**src/rtl/core/assert_macros.svh**
```systemverilog
// Assertion macros shared by the address table RTL.
`ifndef ASSERT_MACROS_SVH
`define ASSERT_MACROS_SVH

// Check that an expression holds at every clock edge outside reset.
`define ASSERT_ALWAYS(label, expr, msg) \
  label: assert property (@(posedge clk_i) disable iff (!rst_ni) (expr)) else $error(msg);

// Check that a condition implies a consequence in the same cycle.
`define ASSERT_IMPLIES(label, ante, cons, msg) \
  label: assert property (@(posedge clk_i) disable iff (!rst_ni) (ante) |-> (cons)) \
    else $error(msg);

// Check that a condition implies a consequence in the next cycle.
`define ASSERT_NEXT(label, ante, cons, msg) \
  label: assert property (@(posedge clk_i) disable iff (!rst_ni) (ante) |=> (cons)) \
    else $error(msg);

`endif

```
**src/rtl/core/naa_pkg.sv**
```systemverilog
// Package with constants, codes and control types of the address table.
package naa_pkg;

  // Table size and derived widths
  localparam int MAX_SLOTS = 16;
  localparam int SLOT_W    = (MAX_SLOTS > 1) ? $clog2(MAX_SLOTS) : 1;
  localparam int CNT_W     = $clog2(MAX_SLOTS + 1);

  // Field widths
  localparam int FUNC_W   = 2;
  localparam int KEY_W    = 16;
  localparam int ADDR_W   = 8;
  localparam int KIND_W   = 2;
  localparam int STATUS_W = 2;

  // Frame commands
  localparam logic [FUNC_W-1:0] FUNC_DISCOVER = 2'd0;
  localparam logic [FUNC_W-1:0] FUNC_CONFIRM  = 2'd1;

  // Reply kinds
  localparam logic [KIND_W-1:0] KIND_NONE       = 2'd0;
  localparam logic [KIND_W-1:0] KIND_ADDRESSING = 2'd1;
  localparam logic [KIND_W-1:0] KIND_TERMINATE  = 2'd2;

  // Confirmation status codes
  localparam logic [STATUS_W-1:0] ST_OK          = 2'd0;
  localparam logic [STATUS_W-1:0] ST_BAD_INDEX   = 2'd1;
  localparam logic [STATUS_W-1:0] ST_MISMATCH    = 2'd2;
  localparam logic [STATUS_W-1:0] ST_NOT_CONFIRM = 2'd3;

  localparam logic [ADDR_W-1:0] TERMINATE_ADDRESS = 8'h00;

  // Commands from controller to datapath
  typedef struct packed {
    logic load;       // capture the input item, clear the scan
    logic scan_step;  // read one slot and compare the previous one
    logic conf_rd;    // read the slot named by the frame address
    logic commit;     // update the table and load the result register
  } cmd_t;

  // Status from datapath to controller
  typedef struct packed {
    logic [FUNC_W-1:0] func;
    logic              scan_done;
    logic              out_busy;
  } sts_t;

endpackage

```
**src/rtl/core/naa_if.sv**
```systemverilog
// Handshake interfaces for input frames and result items.
interface naa_in_if;
  logic                       valid;
  logic                       ready;
  logic [naa_pkg::FUNC_W-1:0] func;
  logic [naa_pkg::KEY_W-1:0]  node_key;
  logic [naa_pkg::ADDR_W-1:0] frame_address;

  modport source (output valid, func, node_key, frame_address, input ready);
  modport sink   (input valid, func, node_key, frame_address, output ready);
endinterface

interface naa_out_if;
  logic                         valid;
  logic                         ready;
  logic [naa_pkg::KIND_W-1:0]   reply_kind;
  logic [naa_pkg::ADDR_W-1:0]   reply_address;
  logic [naa_pkg::KEY_W-1:0]    reply_key;
  logic [naa_pkg::STATUS_W-1:0] link_status;

  modport source (output valid, reply_kind, reply_address, reply_key, link_status,
                  input ready);
  modport sink   (input valid, reply_kind, reply_address, reply_key, link_status,
                  output ready);
endinterface

```
**src/rtl/core/naa_ctrl.sv**
```systemverilog
// Controller state machine sequencing scan, confirmation and commit.
`include "assert_macros.svh"

module naa_ctrl (
  input  logic          clk_i,
  input  logic          rst_ni,
  input  logic          in_valid_i,
  output logic          in_ready_o,
  input  naa_pkg::sts_t sts_i,
  output naa_pkg::cmd_t cmd_o
);

  typedef enum logic [2:0] {
    ST_IDLE,
    ST_DISPATCH,
    ST_SCAN,
    ST_CONF,
    ST_FINISH
  } state_e;

  state_e state_q, state_d;

  // Decode commands from the current state
  always_comb begin
    cmd_o           = '0;
    in_ready_o      = (state_q == ST_IDLE);
    cmd_o.load      = (state_q == ST_IDLE) && in_valid_i;
    cmd_o.scan_step = (state_q == ST_SCAN);
    cmd_o.conf_rd   = (state_q == ST_CONF);
    cmd_o.commit    = (state_q == ST_FINISH) && !sts_i.out_busy;
  end

  // Next state
  always_comb begin
    state_d = state_q;
    case (state_q)
      ST_IDLE: begin
        if (in_valid_i) state_d = ST_DISPATCH;
      end
      ST_DISPATCH: begin
        if (sts_i.func == naa_pkg::FUNC_DISCOVER) begin
          state_d = ST_SCAN;
        end else if (sts_i.func == naa_pkg::FUNC_CONFIRM) begin
          state_d = ST_CONF;
        end else begin
          state_d = ST_FINISH;
        end
      end
      ST_SCAN: begin
        if (sts_i.scan_done) state_d = ST_FINISH;
      end
      ST_CONF:   state_d = ST_FINISH;
      ST_FINISH: begin
        if (!sts_i.out_busy) state_d = ST_IDLE;
      end
      default:   state_d = ST_IDLE;
    endcase
  end

  // Hold state
  always_ff @(posedge clk_i or negedge rst_ni) begin
    if (!rst_ni) begin
      state_q <= ST_IDLE;
    end else begin
      state_q <= state_d;
    end
  end

  `ASSERT_NEXT(a_commit_returns_idle, cmd_o.commit, in_ready_o, "commit must return to idle")
  `ASSERT_IMPLIES(a_load_only_idle, cmd_o.load, in_ready_o, "item loaded outside idle")
  `ASSERT_IMPLIES(a_scan_not_conf, cmd_o.scan_step, !cmd_o.conf_rd && !cmd_o.commit,
                  "conflicting commands")

endmodule

```
**src/rtl/core/naa_dp.sv**
```systemverilog
// Datapath: slot table, key memory, scan logic and result register.
`include "assert_macros.svh"

module naa_dp (
  input  logic                           clk_i,
  input  logic                           rst_ni,
  input  naa_pkg::cmd_t                  cmd_i,
  output naa_pkg::sts_t                  sts_o,
  input  logic [naa_pkg::FUNC_W-1:0]     func_i,
  input  logic [naa_pkg::KEY_W-1:0]      node_key_i,
  input  logic [naa_pkg::ADDR_W-1:0]     frame_address_i,
  input  logic                           out_ready_i,
  output logic                           out_valid_o,
  output logic [naa_pkg::KIND_W-1:0]     reply_kind_o,
  output logic [naa_pkg::ADDR_W-1:0]     reply_address_o,
  output logic [naa_pkg::KEY_W-1:0]      reply_key_o,
  output logic [naa_pkg::STATUS_W-1:0]   link_status_o
);

  // Captured item
  logic [naa_pkg::FUNC_W-1:0] func_q;
  logic [naa_pkg::KEY_W-1:0]  key_q;
  logic [naa_pkg::ADDR_W-1:0] addr_q;

  // Slot table
  logic [naa_pkg::KEY_W-1:0]     key_mem [naa_pkg::MAX_SLOTS];
  logic [naa_pkg::MAX_SLOTS-1:0] slot_vld_q;
  logic [naa_pkg::MAX_SLOTS-1:0] slot_rdy_q;

  // Scan state
  logic [naa_pkg::CNT_W-1:0]  cnt_q;
  logic                       cmp_en_q;
  logic                       hit_q;
  logic                       free_found_q;
  logic [naa_pkg::SLOT_W-1:0] free_idx_q;

  // Read port
  logic [naa_pkg::SLOT_W-1:0] rd_idx;
  logic                       rd_en;
  logic                       addr_in_range;
  logic                       cnt_in_range;
  logic [naa_pkg::KEY_W-1:0]  rd_key_q;
  logic                       rd_vld_q;
  logic [naa_pkg::SLOT_W-1:0] rd_idx_q;

  // Result register
  logic                           out_vld_q;
  logic [naa_pkg::KIND_W-1:0]     kind_q, kind_d;
  logic [naa_pkg::ADDR_W-1:0]     raddr_q, raddr_d;
  logic [naa_pkg::KEY_W-1:0]      rkey_q, rkey_d;
  logic [naa_pkg::STATUS_W-1:0]   status_q, status_d;

  logic claim;
  logic confirm_ok;

  assign addr_in_range = (addr_q < naa_pkg::ADDR_W'(naa_pkg::MAX_SLOTS));
  assign cnt_in_range  = (cnt_q < naa_pkg::CNT_W'(naa_pkg::MAX_SLOTS));

  // Select the slot to read
  assign rd_idx = cmd_i.scan_step ? cnt_q[naa_pkg::SLOT_W-1:0]
                                  : addr_q[naa_pkg::SLOT_W-1:0];
  assign rd_en  = (cmd_i.scan_step && cnt_in_range) || (cmd_i.conf_rd && addr_in_range);

  // Key memory: one write port, one registered read port
  always_ff @(posedge clk_i) begin
    if (claim) key_mem[free_idx_q] <= key_q;
    if (rd_en) begin
      rd_key_q <= key_mem[rd_idx];
      rd_idx_q <= rd_idx;
    end
  end

  // Capture the item
  always_ff @(posedge clk_i) begin
    if (cmd_i.load) begin
      func_q <= func_i;
      key_q  <= node_key_i;
      addr_q <= frame_address_i;
    end
  end

  // Commit decisions
  assign claim      = cmd_i.commit && (func_q == naa_pkg::FUNC_DISCOVER) &&
                      !hit_q && free_found_q;
  assign confirm_ok = (func_q == naa_pkg::FUNC_CONFIRM) && addr_in_range &&
                      rd_vld_q && (rd_key_q == key_q);

  // Build the result
  always_comb begin
    kind_d   = naa_pkg::KIND_NONE;
    raddr_d  = '0;
    rkey_d   = '0;
    status_d = naa_pkg::ST_NOT_CONFIRM;
    if (func_q == naa_pkg::FUNC_DISCOVER) begin
      if (!hit_q) begin
        rkey_d = key_q;
        if (free_found_q) begin
          kind_d  = naa_pkg::KIND_ADDRESSING;
          raddr_d = naa_pkg::ADDR_W'(free_idx_q);
        end else begin
          kind_d  = naa_pkg::KIND_TERMINATE;
          raddr_d = naa_pkg::TERMINATE_ADDRESS;
        end
      end
    end else if (func_q == naa_pkg::FUNC_CONFIRM) begin
      if (!addr_in_range) begin
        status_d = naa_pkg::ST_BAD_INDEX;
      end else if (confirm_ok) begin
        status_d = naa_pkg::ST_OK;
      end else begin
        status_d = naa_pkg::ST_MISMATCH;
      end
    end
  end

  // Load the result payload
  always_ff @(posedge clk_i) begin
    if (cmd_i.commit) begin
      kind_q   <= kind_d;
      raddr_q  <= raddr_d;
      rkey_q   <= rkey_d;
      status_q <= status_d;
    end
  end

  // Control state: table bits, scan, read valid, output valid
  always_ff @(posedge clk_i or negedge rst_ni) begin
    if (!rst_ni) begin
      slot_vld_q   <= '0;
      slot_rdy_q   <= '0;
      cnt_q        <= '0;
      cmp_en_q     <= 1'b0;
      hit_q        <= 1'b0;
      free_found_q <= 1'b0;
      free_idx_q   <= '0;
      rd_vld_q     <= 1'b0;
      out_vld_q    <= 1'b0;
    end else begin
      // Clear the scan on a new item
      if (cmd_i.load) begin
        cnt_q        <= '0;
        cmp_en_q     <= 1'b0;
        hit_q        <= 1'b0;
        free_found_q <= 1'b0;
      end

      // Advance the scan and compare the slot read last cycle
      if (cmd_i.scan_step) begin
        cmp_en_q <= cnt_in_range;
        if (cnt_in_range) cnt_q <= cnt_q + naa_pkg::CNT_W'(1);
        if (cmp_en_q) begin
          if (rd_vld_q && (rd_key_q == key_q)) hit_q <= 1'b1;
          if (!rd_vld_q && !free_found_q) begin
            free_found_q <= 1'b1;
            free_idx_q   <= rd_idx_q;
          end
        end
      end

      if (rd_en) rd_vld_q <= slot_vld_q[rd_idx];

      // Claim a slot or mark it ready
      if (claim) begin
        slot_vld_q[free_idx_q] <= 1'b1;
        slot_rdy_q[free_idx_q] <= 1'b0;
      end
      if (cmd_i.commit && confirm_ok) begin
        slot_rdy_q[addr_q[naa_pkg::SLOT_W-1:0]] <= 1'b1;
      end

      // Hold the result until taken
      if (cmd_i.commit) begin
        out_vld_q <= 1'b1;
      end else if (out_ready_i) begin
        out_vld_q <= 1'b0;
      end
    end
  end

  assign sts_o.func      = func_q;
  assign sts_o.scan_done = !cnt_in_range && !cmp_en_q;
  assign sts_o.out_busy  = out_vld_q && !out_ready_i;

  assign out_valid_o     = out_vld_q;
  assign reply_kind_o    = kind_q;
  assign reply_address_o = raddr_q;
  assign reply_key_o     = rkey_q;
  assign link_status_o   = status_q;

  `ASSERT_IMPLIES(a_claim_free_slot, claim, !slot_vld_q[free_idx_q],
                  "claimed slot is already valid")
  `ASSERT_IMPLIES(a_commit_out_free, cmd_i.commit, !sts_o.out_busy,
                  "result overwritten before taken")
  `ASSERT_ALWAYS(a_ready_needs_valid, (slot_rdy_q & ~slot_vld_q) == '0,
                 "ready bit set on an empty slot")
  `ASSERT_ALWAYS(a_cnt_bound, cnt_q <= naa_pkg::CNT_W'(naa_pkg::MAX_SLOTS),
                 "scan counter past table end")

endmodule

```
**src/rtl/core/node_address_assignment_table_top.sv**
```systemverilog
// Top level of the node address assignment table.
//
// Each input item is one bus frame. A discovery frame scans all MAX_SLOTS slots (16) one per
// cycle through the single read port of the key memory before its result is committed; a
// confirmation frame reads the slot named by its frame address, and any other command goes
// straight to commit. Items are processed one at a time: the input is ready only while the
// controller is idle, and a finished result waits in the output register while the next item
// is accepted. Every item gives exactly one result. No clearing pass is needed after reset;
// slot valid and ready bits are cleared at once.
module node_address_assignment_table_top (
  input  logic       clk_i,
  input  logic       rst_ni,
  naa_in_if.sink     item_i,
  naa_out_if.source  result_o
);

  naa_pkg::cmd_t cmd;
  naa_pkg::sts_t sts;
  logic          in_ready;

  assign item_i.ready = in_ready;

  // Sequence the work on one item
  naa_ctrl u_ctrl (
    .clk_i      (clk_i),
    .rst_ni     (rst_ni),
    .in_valid_i (item_i.valid),
    .in_ready_o (in_ready),
    .sts_i      (sts),
    .cmd_o      (cmd)
  );

  // Hold the table and compute the result
  naa_dp u_dp (
    .clk_i           (clk_i),
    .rst_ni          (rst_ni),
    .cmd_i           (cmd),
    .sts_o           (sts),
    .func_i          (item_i.func),
    .node_key_i      (item_i.node_key),
    .frame_address_i (item_i.frame_address),
    .out_ready_i     (result_o.ready),
    .out_valid_o     (result_o.valid),
    .reply_kind_o    (result_o.reply_kind),
    .reply_address_o (result_o.reply_address),
    .reply_key_o     (result_o.reply_key),
    .link_status_o   (result_o.link_status)
  );

endmodule
```
**src/flat_wrapper.sv**
```systemverilog
// flat-port wrapper written by rule: the top's interface ports become plain ports
module node_address_assignment_table_top_flat 
  (clk_i, rst_ni, item_i_valid, item_i_func, item_i_node_key, item_i_frame_address, item_i_ready, result_o_valid, result_o_reply_kind, result_o_reply_address, result_o_reply_key, result_o_link_status, result_o_ready);
  naa_in_if item_i_i ();
  naa_out_if result_o_i ();
  input  logic clk_i;
  input  logic rst_ni;
  input wire logic [$bits(item_i_i.valid)-1:0] item_i_valid;
  input wire logic [$bits(item_i_i.func)-1:0] item_i_func;
  input wire logic [$bits(item_i_i.node_key)-1:0] item_i_node_key;
  input wire logic [$bits(item_i_i.frame_address)-1:0] item_i_frame_address;
  output wire logic [$bits(item_i_i.ready)-1:0] item_i_ready;
  output wire logic [$bits(result_o_i.valid)-1:0] result_o_valid;
  output wire logic [$bits(result_o_i.reply_kind)-1:0] result_o_reply_kind;
  output wire logic [$bits(result_o_i.reply_address)-1:0] result_o_reply_address;
  output wire logic [$bits(result_o_i.reply_key)-1:0] result_o_reply_key;
  output wire logic [$bits(result_o_i.link_status)-1:0] result_o_link_status;
  input wire logic [$bits(result_o_i.ready)-1:0] result_o_ready;
  assign item_i_i.valid = item_i_valid;
  assign item_i_i.func = item_i_func;
  assign item_i_i.node_key = item_i_node_key;
  assign item_i_i.frame_address = item_i_frame_address;
  assign item_i_ready = item_i_i.ready;
  assign result_o_valid = result_o_i.valid;
  assign result_o_reply_kind = result_o_i.reply_kind;
  assign result_o_reply_address = result_o_i.reply_address;
  assign result_o_reply_key = result_o_i.reply_key;
  assign result_o_link_status = result_o_i.link_status;
  assign result_o_i.ready = result_o_ready;
  node_address_assignment_table_top u_core (.clk_i(clk_i), .rst_ni(rst_ni), .item_i(item_i_i), .result_o(result_o_i));
endmodule
```
**config.mk**
```make
export PLATFORM = sky130hd
export DESIGN_NAME = node_address_assignment_table_top_flat
export DESIGN_NICKNAME = d
export VERILOG_FILES = /design/src/rtl/core/naa_pkg.sv /design/src/rtl/core/naa_if.sv /design/src/rtl/core/naa_ctrl.sv /design/src/rtl/core/naa_dp.sv /design/src/rtl/core/node_address_assignment_table_top.sv /design/src/flat_wrapper.sv
export VERILOG_INCLUDE_DIRS = /design/src /design/src/rtl/core
export SDC_FILE = /design/constraint.sdc
export NUM_CORES = 1
export LEC_CHECK = 0
export ABC_AREA = 1
export ABC_CLOCK_PERIOD_IN_PS = 4200
export BUFFER_PORTS_ARGS = -buffer_cell sky130_fd_sc_hd__buf_2
export CORE_MARGIN = 4
export CORE_UTILIZATION = 36
export DETAILED_ROUTE_END_ITERATION = 10
export PLACE_DENSITY_LB_ADDON = 0.3
export RECOVER_POWER = 100
export SYNTH_ARGS = -nofsm -noshare
export SYNTH_HDL_FRONTEND = slang
export SYNTH_SLANG_ARGS = --single-unit
```
**constraint.sdc**
```tcl
create_clock -name clk_i -period 4.2 [get_ports clk_i]
set_clock_uncertainty 0.1 [all_clocks]
set_input_delay 0.21 -clock clk_i [delete_from_list [all_inputs] [get_ports clk_i]]
set_output_delay 0.21 -clock clk_i [all_outputs]
set_load 0.05 [all_outputs]
```
==> metrics.txt, run 1 <==
clock buffer count from CTS=38; Syn Std Cell Area=14300 sq um; Avg WL per Cell=20.7 um; mux share of post-synthesis cell area=0; placed cell areas=15200 sq um; total track usage=0.165; Avg Inst Size Synth=12.9 sq um; routability cong.=0.820; largest family of logic cells by synthesized area=compound AO/OA/AOI/OAI gates; Non-Filler Instances=1759; clk root buf=clkbuf_16; Max Cap Viol=1; Clock transition at path regs=roughly 0.060 ns; Worst IR Drop VDD=slightly below 400 uV; initial antenna violation count=0; Sequential Area=10600 sq um; DRC=0; RSZ-0062 raised after global routing=false; grt total ovfl=0; num rows=slightly above 70; internal power=between 6000 and 7000 uW; Area Growth Syn to Fin=15.9%; Comb power frac=0.249; failing checks=capacitance limit, slew limit; Cells after Synth=1113; Max Root-Sink Buffers=3; register area share after synthesis=0.741; IO Pins=60; die width=207 um; FF+latch count, synth=between 300 and 400; CTS Sinks=359; final hold violations=0; synth warn=0; dpl cells=1662; Synth Area in Compound Gates=0.120; post-layout instance area=16600 sq um; Die H=207 um; WL final=between 30 and 40 mm; CP startpoint kind=flop; # setup viols final=0; die footprint=43000 sq um; initial core utilization=0.367; Multi-input gate area=2930 sq um; post-synthesis share of cell area spent on and, or, nand and nor gates=0.0776; Post-Synth XOR/XNOR Area=0.00428; CTS tree=yes; switching pwr=~3500 uW; IO Port Bufs=55; core area=39000 sq um; Worst Setup End Kind=flop; f_max=0.296 GHz; Antenna Nets Post-Route=0; mean number of vias per cell=5.10; crit path time final=3.38 ns; CP max FO=18; part of the power in registers=0.442; Net Sw Frac=0.334; critical path class=flop to flop; worst hold path type=primary input to flop; headroom to the max-slew limit=-0.321; Via Count=8978; pwr/cell area=627 nW/um^2; Unique masters post-synth=35; H-tree depth=2; vias in the first global route=8721; status=complete, but fails checks; Synth Area in Adders=0.000874; first-pass GRT wire length=55.0 mm; share of post-route cells with drive strength above 1=0.0960; Clock power frac=0.309; TritonRoute pass-1 iters=5; Slew @ Worst Pin=1.98 ns; Tcrit/Tclk final=0.806; drt first-iter violations=817; Layout Nets=1244; Final Power=10400 uW; Filler cells=3598; largest net degree at the start of global routing=89; Worst EP arrival=3.41 ns; static leakage=0.00591 uW; post-detail-place hpwl=~20 mm; Final Max Slew Viols=34; setup_tns=0 ns; Worst-Skew Late Latency=between 0.5 and 0.6 ns; worst path required time=4.22 ns
-- cells in the final DEF, fill, tap and decap left out, types with 2 or more instances in the layout --
| cell type | n |
|---|---|
| clkbuf_2 | 5 |
| clkbuf_16 | 41 |
| xor2_1 | 5 |
| conb_1 | 4 |
| nor2_1 | 110 |
| o211ai_1 | 65 |
| o21ai_0 | 156 |
| nand2_1 | 65 |
| inv_1 | 124 |
| clkinv_2 | 5 |
| a21oi_1 | 68 |
| dfrtp_1 | 33 |
| nand3_1 | 61 |
| clkbuf_8 | 4 |
| buf_4 | 16 |
| o22ai_1 | 5 |
| buf_2 | 26 |
| nor3_1 | 3 |
| nand2_4 | 2 |
| clkbuf_1 | 47 |
| xnor2_1 | 2 |
| dlygate4sd3_1 | 29 |
| nand4_1 | 3 |
| edfxtp_1 | 326 |
| clkinv_1 | 6 |
| nand2_2 | 2 |
| nor2_2 | 12 |
-- synth_stat cells --
cell type | n | area [sq um]
edfxtp_1 | 326 | 9790
o21ai_0 | 146 | 731
nor2_1 | 122 | 458
inv_1 | 120 | 450
a21oi_1 | 68 | 340
nand2_1 | 65 | 244
o211ai_1 | 65 | 488
nand3_1 | 60 | 300
dfrtp_1 | 33 | 826
buf_2 | 25 | 125
clkbuf_1 | 18 | 67.6
o21ai_1 | 10 | 50.1
buf_6 | 7 | 78.8
buf_4 | 6 | 45.0
inv_2 | 5 | 18.8
o22ai_1 | 5 | 31.3
xor2_1 | 5 | 43.8
nand2_2 | 3 | 18.8
nand4_1 | 3 | 18.8
nor3_1 | 3 | 15.0
buf_1 | 2 | 7.51
o21ai_4 | 2 | 32.5
xnor2_1 | 2 | 17.5
a2111oi_0 | 1 | 8.76
a211oi_1 | 1 | 7.51
a22o_1 | 1 | 8.76
a31oi_1 | 1 | 6.26
conb_1 | 1 | 3.75
ha_1 | 1 | 12.5
nand2_4 | 1 | 11.3
nand3_4 | 1 | 17.5
nand4_4 | 1 | 21.3
nor4_1 | 1 | 6.26
o21a_1 | 1 | 7.51
o31ai_1 | 1 | 7.51
-- power groups by stage --
stage / Combinational, uW / Clock, uW / Sequential (uW)
2_1_floorplan: 1750 / 0 / 4700
3_3_place_gp: 2570 / 0 / 4660
3_5_place_dp: 2610 / 0 / 4670
4_1_cts: 2630 / 3270 / 4600
5_1_grt: 2870 / 3420 / 4630
6_report: 2580 / 3210 / 4600
-- worst paths after layout --
check / start / cells past startpoint / slack, ns / to
min: item_i_node_key[0] / 2 / 0.29 / u_core.u_dp.key_q[0]
min in group asynchronous: rst_ni / 2 / 0.67 / u_core.u_dp.cnt_q[1]
max in group asynchronous: rst_ni / 2 / 2.16 / u_core.u_dp.slot_vld_q[13]
max reg2reg: u_core.u_dp.func_q[0] / 6 / 0.82 / u_core.u_dp.key_mem[1][3]
max: u_core.u_dp.func_q[0] / 6 / 0.82 / u_core.u_dp.key_mem[1][3]
min reg2reg: u_core.u_dp.slot_vld_q[9] / 2 / 0.36 / u_core.u_dp.slot_vld_q[9]
-- layer usage --
layer,vias to the layer above,global-route usage,part of all wire
met2,318,0.266,0.47
met5,-,0,0
met3,53,0.0373,0.069
met4,0,0.0447,0.021
li1,4188,-,-
met1,4419,0.227,0.44
-- kinds of logic (layout without fill, tap and decap cells) --
| logic type | Yosys count | count (layout) |
|---|---|---|
| xor+xnor | 7 | 7 |
| fa+ha+maj | 1 | 1 |
| simple gates | 260 | 260 |
| compound gates | 302 | 302 |
| other cells | 1 | 5 |
| flops | 359 | 359 |
| buf+inv | 183 | 307 |
-- per-stage QoR --
stage | worst slack [ns] | utilization | hold WS, ns
after CTS | 1.21 | 0.428 | 0.223
after global placement | 1.24 | 0.390 | 0.236
after detailed placement | 1.23 | 0.390 | 0.244
final | 0.816 | 0.425 | 0.292
after global routing | 0.486 | 0.425 | 0.293
after floorplan | 0.582 | - | -0.186
-- area by class of cell --
cell class              count  share of cell area
diodes                      1            0.000151
clock buffers              55              0.0674
clock inverters            12             0.00468
inverters                 125              0.0283
multi-input cells         574               0.177
flip-flops and latches    359               0.640
well taps                 518              0.0391
repair buffers            115              0.0441
-- timing repair --
| action | in CTS | in global routing |
|---|---|---|
| gates resized for setup | 0 | 0 |
| hold buffers | 29 | 0 |
| setup buffers | 0 | 0 |
| hold endpoints to repair | 61 | 0 |
-- flip-flops by register name (all words and copies together), names as in the netlist --
name,cells
u_core.u_dp.reply_key_o,16
u_core.u_ctrl.state_q,3
u_core.u_dp.rd_idx_q,4
u_core.u_dp.func_q,2
u_core.u_dp.cnt_q,5
u_core.u_dp.slot_vld_q,16
u_core.u_dp.free_found_q,1
u_core.u_dp.out_valid_o,1
u_core.u_dp.rd_key_q,16
u_core.u_dp.link_status_o,2
u_core.u_dp.free_idx_q,4
u_core.u_dp.hit_q,1
u_core.u_dp.key_mem,256
u_core.u_dp.reply_address_o,4
u_core.u_dp.rd_vld_q,1
u_core.u_dp.key_q,16
u_core.u_dp.cmp_en_q,1
u_core.u_dp.reply_kind_o,2
u_core.u_dp.addr_q,8
-- worst max-delay path, cell delays in order (launching register included) --
cell and delay, ns:
edfxtp_1 0.40, nor3_1 0.25, inv_1 0.29, nor2_1 0.26, nand4_1 0.41, nor2_2 0.19, clkbuf_1 1.08
Power figures use the tool's default switching activity.
==> run 2: changes to the inputs <==
--- a/config.mk
+++ b/config.mk
@@ -6,8 +6,8 @@
 export SDC_FILE = /design/constraint.sdc
 export NUM_CORES = 1
 export LEC_CHECK = 0
-export ABC_AREA = 1
-export ABC_CLOCK_PERIOD_IN_PS = 4200
+export ABC_AREA = 0
+export ABC_CLOCK_PERIOD_IN_PS = 3100
 export BUFFER_PORTS_ARGS = -buffer_cell sky130_fd_sc_hd__buf_2
 export CORE_MARGIN = 4
 export CORE_UTILIZATION = 36
==> constraint.sdc (replaced) <==
create_clock -name clk_i -period 3.1 [get_ports clk_i]
set_clock_uncertainty 0.1 [all_clocks]
set_input_delay 0.155 -clock clk_i [delete_from_list [all_inputs] [get_ports clk_i]]
set_output_delay 0.155 -clock clk_i [all_outputs]
set_load 0.05 [all_outputs]
==> run 2 against run 1 <==
Non-clock buffer count is 29 higher. Total power is 36% higher. Sequential power is 37% higher. Combinational power is 40% higher. Clock power up 30%. Critical path type unchanged. Synthesized cell count shrank 5.0%. Die area is 2.3% lower. Sequential cell count is the same. Largest cell class unchanged. Highest routed layer unchanged. Count of clock-buffer cells in the layout down 1. The run still ends with capacitance limit, slew limit left. First-iteration DRC count increased by 18%. Critical path depth did not move.
==> metrics.txt, run 2 <==
CP startpoint kind=flop; Comb power frac=0.256 (+0.007); top cells by count, synth=326 x edfxtp_1, 283 x nand2_1, 197 x nand3_1, 33 x dfrtp_1, 26 x nor2_1; most common cell in the netlist=edfxtp_1; CP bufs+invs=1 (-1); post-cts resize count=0 (unchanged); setup_tns=0 ns (unchanged); FF-to-FF setup slack=0.27 ns (-0.55 ns); leading cell types in the layout, fill and taps excluded=326 x edfxtp_1, 283 x nand2_1, 197 x nand3_1, 67 x clkbuf_1, 39 x clkbuf_16; Yosys top cell area share=0.701 (+0.0168); H-tree depth=2 (unchanged); status=complete, but fails checks; Worst-Skew Late Latency=0.53 ns (about the same); IO Pins=60 (unchanged); max reg flops=256 (unchanged); IO Port Bufs=55 (unchanged); routability cong.=0.826 (+0.70%); Unique masters post-synth=42 (+20%); largest net degree at the start of global routing=73 (-18%); total track usage=0.175 (+0.00976); first-pass GRT wire length=55.0 mm (about the same); static leakage=0.00584 uW (-1.2%); die width=205 um (-1.2%); final hold violations=0 (unchanged); DRC=0 (unchanged); Post-synth EDFFs=326 (unchanged); Worst Min Path Start=item_i_frame_address[6]; share of post-route cells with drive strength above 1=0.111 (+0.0151); Worst R2R End=u_core.u_dp.key_mem[1][5]; WHS Path Cells=2 (unchanged); dpl cells=1631 (-1.9%); failing checks=capacitance limit, slew limit; Place WS=0.531 ns (-0.699 ns); Net Sw Frac=0.331 (-0.00348); Slew @ Worst Pin=1.94 ns (-0.0437 ns); asr flop ratio synth=0.0919 (unchanged); Final Max Slew Viols=34 (unchanged); worst-path cell chain=or3b_2 > nor2b_4 > nand2_1 > or3_1 > nor2_2 > clkbuf_1; largest reg by FF count=u_core.u_dp.key_mem; Clock power frac=0.297 (-0.012); Worst EP arrival=2.88 ns (-0.53 ns); headroom to the max-slew limit=-0.292 (+0.0292); Clock transition at path regs=0.06 ns (about the same); Hold-fix buffers, CTS=29 (unchanged); setup ws final=0.267 ns (-0.549 ns); drt first-iter violations=968 (+18%); RSZ-0062 raised after global routing=false; CTS Sinks=359 (unchanged); WL final=36.7 mm (+0.70%); worst hold path type=primary input to flop; prevailing post-synth register cell=edfxtp_1; core area=37900 sq um (-2.8%); part of the power in registers=0.447 (+0.005); Max Cap Viol=1 (unchanged); die footprint=42000 sq um (-2.3%); # setup viols final=0 (unchanged); Util after Layout=0.435 (+0.00971); initial core utilization=0.368 (+0.00136); Area Growth Syn to Fin=18.1%; worst path required time=3.15 ns (-1.07 ns); Die H=205 um (-1.2%); synth warn=0 (unchanged); register area share after synthesis=0.760 (+0.0182); Max Root-Sink Buffers=3 (unchanged); num rows=71 (-1.4%); Filler cells=3480 (-3.3%); clk root buf=clkbuf_16; internal power=9440 uW (+36%); Hold WS=0.239 ns (-0.0535 ns); Non-Filler Instances=1728 (-1.8%); Avg Inst Size Synth=13.2 sq um (+2.8%); pwr/cell area=854 nW/um^2 (+36%); CTS tree=yes; FF+latch count, synth=359 (unchanged); vias in the first global route=8579 (-1.6%); crit path time final=2.83 ns (-0.551 ns); clock buffer count from CTS=37 (-2.6%); Tcrit/Tclk final=0.914 (+0.108); mean number of vias per cell=5.08 (-0.55%); CP max FO=7 (-11); Cells after Synth=1057 (-5.0%); Syn Std Cell Area=14000 sq um (-2.4%); grt total ovfl=0 (unchanged); largest cells by area after synthesis=edfxtp_1 70%, nand2_1 7.6%, nand3_1 7.1%; CP delay by family, top=simple AND/OR/NAND/NOR gates; Antenna Nets Post-Route=0 (unchanged); Worst IR Drop VDD=572 uV (+47%); post-CTS setup buffer count=0 (unchanged); Avg WL per Cell=21.2 um (+2.5%); dominant cell type by area after synthesis=edfxtp_1; CP max stage delay=0.54 ns (-0.54 ns); TritonRoute pass-1 iters=5 (unchanged); Critical Path Slowest Stage Cell=or3b_2; Via Count=8771 (-2.3%); f_max=0.353 GHz (+19%); Reg-to-Reg Start=u_core.u_ctrl.state_q[2]; switching pwr=4660 uW (+34%); initial antenna violation count=1 (+1); Layout Nets=1219 (-2.0%); critical path class=flop to flop; most common cell after layout, fill and taps aside=edfxtp_1; Worst Reg-to-Reg Cells=6 (unchanged); Worst Setup End Kind=flop; Worst Hold Path EP=u_core.u_dp.addr_q[6]; post-detail-place hpwl=21.6 mm (+5.3%)
==> run 2: cell types whose count changed after synthesis, sizes merged, moves of 17 or more <==
cell,change
o211ai,-65
nor2,-96
nand4,+19
o21ai,-151
and2,+17
a21oi,-65
nand2,+214
nand3,+136
inv,-118
==> run 2: how the worst max path moves through the flow <==
stage                                   from                         end  slack (ns)  depth (start not counted)
global route        u_core.u_ctrl.state_q[2]   u_core.u_dp.key_mem[5][1]        0.19                          7
floorplan           u_core.u_ctrl.state_q[0]  u_core.u_dp.key_mem[10][0]        0.09                          5
global placement    u_core.u_ctrl.state_q[2]   u_core.u_dp.key_mem[0][3]        0.52                          6
detailed placement  u_core.u_ctrl.state_q[2]   u_core.u_dp.key_mem[0][0]        0.53                          6
finish              u_core.u_ctrl.state_q[2]   u_core.u_dp.key_mem[1][5]        0.27                          6
CTS                 u_core.u_ctrl.state_q[0]     u_core.u_dp.rd_key_q[5]        0.52                          8
==> run 2: power groups by stage <==
stage | Combinational, uW | Sequential [uW] | Clock, uW
after floorplan | 2140 | 6480 | 0
after global placement | 3680 | 6380 | 0
after detailed placement | 3710 | 6390 | 0
after CTS | 3750 | 6290 | 4280
after global routing | 3970 | 6330 | 4510
final | 3610 | 6310 | 4180
==> run 2: final cells by class <==
| class | count | area, sq um | area share |
|---|---|---|---|
| diodes | 1 | 2.50 | 0.000152 |
| clock buffers | 54 | 1050 | 0.0638 |
| well taps | 511 | 639 | 0.0387 |
| inverters | 7 | 28.8 | 0.00174 |
| flip-flops and latches | 359 | 10600 | 0.643 |
| repair buffers | 144 | 951 | 0.0576 |
| clock inverters | 13 | 81.3 | 0.00493 |
| multi-input cells | 639 | 3130 | 0.190 |
==> run 2: logic make-up after synthesis <==
logic type | after synthesis | share of synthesized area
simple gates | 582 | 0.189
flops | 359 | 0.760
buf+inv | 62 | 0.0199
compound gates | 25 | 0.0121
xor+xnor | 16 | 0.0100
mux | 11 | 0.00851
fa+ha+maj | 1 | 0.000895
other cells | 1 | 0.000268
==> run 2: per-layer routing <==
layer  up-vias  track usage  wire length [um]
met5         -            0                 0
met4         0       0.0419               716
met1      4362        0.253             16300
met3        53       0.0478              3060
li1       4072            -                 -
met2       284        0.265             16600
==> run 2: metrics by stage <==
step | total power [uW] | cell area, sq um
after floorplan | 8620 | 14000
after global placement | 10100 | 15300
after detailed placement | 10100 | 15300
after CTS | 14300 | 16700
after global routing | 14800 | 16500
final | 14100 | 16500
==> run 3: changes to the inputs <==
--- a/config.mk
+++ b/config.mk
@@ -9,8 +9,9 @@
 export ABC_AREA = 0
 export ABC_CLOCK_PERIOD_IN_PS = 3100
 export BUFFER_PORTS_ARGS = -buffer_cell sky130_fd_sc_hd__buf_2
+export CORE_ASPECT_RATIO = 1.1
 export CORE_MARGIN = 4
-export CORE_UTILIZATION = 36
+export CORE_UTILIZATION = 55
 export DETAILED_ROUTE_END_ITERATION = 10
 export PLACE_DENSITY_LB_ADDON = 0.3
 export RECOVER_POWER = 100
==> run 3 against run 2 <==
The flow still finishes with violations (capacitance limit, slew limit). Design area decreased by 1.3%. Count of clock-buffer cells in the layout fell by 7. Largest cell class unchanged. Core utilization is 22 points higher. Worst setup slack gained 0.020 ns. Largest power group unchanged. Die area fell by 33%. Total power rose by 0.38%. Clock power rose by 3%. Via count rose by 2.5%.
==> metrics.txt, run 3 (synthesized netlist as in run 2, its figures left out) <==
worst path required time=3.18 ns (+0.03 ns); clk root buf=clkbuf_16; IO Port Bufs=55 (unchanged); pwr/cell area=869 nW/um^2 (+1.7%); Filler cells=1773 (-49%); static leakage=0.00589 uW (+0.78%); Worst EP arrival=2.89 ns (about the same); Hold-fix buffers, CTS=29 (unchanged); leading cell types in the layout, fill and taps excluded=326 x edfxtp_1, 283 x nand2_1, 197 x nand3_1, 49 x clkbuf_1, 38 x clkbuf_16; critical path class=flop to flop; most common cell after layout, fill and taps aside=edfxtp_1; clock buffer count from CTS=35 (-5.4%); Clock transition at path regs=0.06 ns (about the same); crit path time final=2.81 ns (-0.0203 ns); # diodes=0 (-1); vias in the first global route=8957 (+4.4%); routability cong.=0.832 (+0.74%); setup ws final=0.287 ns (+0.0203 ns); Via Count=8991 (+2.5%); Avg WL per Cell=23.3 um (+9.9%); initial antenna violation count=1 (unchanged); Non-Filler Instances=1518 (-12%); CP startpoint kind=flop; initial core utilization=0.564 (+0.196); mean number of vias per cell=5.92 (+17%); Slew @ Worst Pin=1.89 ns (-0.0468 ns); internal power=9560 uW (+1.2%); headroom to the max-slew limit=-0.261 (+0.0312); Comb power frac=0.248 (-0.008); CP max FO=7 (unchanged); Util after Layout=0.657 (+0.222); DRC=0 (unchanged); Die H=175 um (-15%); # setup viols final=0 (unchanged); Layout Nets=1214 (-0.41%); Max Root-Sink Buffers=3 (unchanged); post-cts resize count=0 (unchanged); worst hold path type=primary input to flop; dpl cells=1427 (-13%); TritonRoute pass-1 iters=5 (unchanged); Place WS=0.506 ns (-0.0252 ns); CTS tree=yes; largest reg by FF count=u_core.u_dp.key_mem; IO Pins=60 (unchanged); drt first-iter violations=1054 (+8.9%); Tcrit/Tclk final=0.907 (-0.00653); share of post-route cells with drive strength above 1=0.126 (+0.0148); grt total ovfl=0 (unchanged); WL final=35.4 mm (-3.5%); RSZ-0062 raised after global routing=false; post-detail-place hpwl=20.3 mm (-6.1%); setup_tns=0 ns (unchanged); Worst IR Drop VDD=589 uV (+2.8%); die footprint=28000 sq um (-33%); switching pwr=4600 uW (-1.4%); final hold violations=0 (unchanged); num rows=60 (-15%); Max Cap Viol=1 (unchanged); first-pass GRT wire length=53.4 mm (-2.9%); CTS Sinks=359 (unchanged); H-tree depth=2 (unchanged); Antenna Nets Post-Route=0 (unchanged); f_max=0.356 GHz (+0.72%); max reg flops=256 (unchanged); part of the power in registers=0.448 (about the same); post-CTS setup buffer count=0 (unchanged); total track usage=0.252 (+0.0774); status=complete, but fails checks; Final Power=14200 uW (+0.38%); die width=160 um (-22%); failing checks=capacitance limit, slew limit; Worst Setup End Kind=flop; Net Sw Frac=0.325 (-0.00572); Area Growth Syn to Fin=16.5%; Clock power frac=0.304 (+0.007); Worst-Skew Late Latency=0.51 ns (-0.02 ns); core area=24800 sq um (-35%); Final Max Slew Viols=34 (unchanged); largest net degree at the start of global routing=82 (+12%)
## run 3: final cells by class
cell class                 count  area [sq um]  area share
inverter                       7          28.8     0.00177
clock inverter                15           149     0.00914
sequential                   359         10600       0.652
timing repair buffer         141           937      0.0575
tap                          310           388      0.0238
multi-input combinational    639          3140       0.193
clock buffer                  47          1020      0.0629
## run 3: path summary, 6_finish.rpt
path | cells after the start | end | from | slack, ns
setup / recovery | 6 | u_core.u_dp.key_mem[0][14] | u_core.u_ctrl.state_q[2] | 0.29
hold / removal | 2 | u_core.u_dp.key_q[11] | item_i_node_key[11] | 0.25
setup reg to reg | 6 | u_core.u_dp.key_mem[0][14] | u_core.u_ctrl.state_q[2] | 0.29
hold reg to reg | 1 | u_core.u_dp.slot_vld_q[3] | u_core.u_dp.slot_vld_q[3] | 0.37
max in group asynchronous | 2 | u_core.u_dp.slot_vld_q[2] | rst_ni | 1.20
min in group asynchronous | 2 | u_core.u_ctrl.state_q[0] | rst_ni | 0.60
## run 3: per-layer routing
metal  vias up  part of all wire  track usage
met3        79             0.095       0.0594
met5         -                 0            0
li1       4059                 -            -
met2       453              0.49        0.418
met4         0             0.031       0.0839
met1      4400              0.39        0.333
## run 3: stage by stage
stage / cell area (sq um) / hold WS (ns)
floorplan: 14000 / -0.241
detailed placement: 15000 / 0.173
global route: 16300 / 0.256
CTS: 16500 / 0.180
finish: 16300 / 0.254
global placement: 15000 / 0.164
## run 3: power groups by stage
stage	sequential (uW)	combinational [uW]	clock [uW]
after CTS	6310	3590	4330
after detailed placement	6410	3550	0
after global routing	6370	3820	4560
after floorplan	6480	2140	0
after global placement	6400	3470	0
final	6340	3510	4300
## run 3: critical path, stage by stage, from the launching register on
cell      delay, ns
dfrtp_1        0.53
or3b_2         0.53
nor2b_1        0.30
nand2_1        0.11
or3_1          0.40
nor2_1         0.17
clkbuf_2       0.33
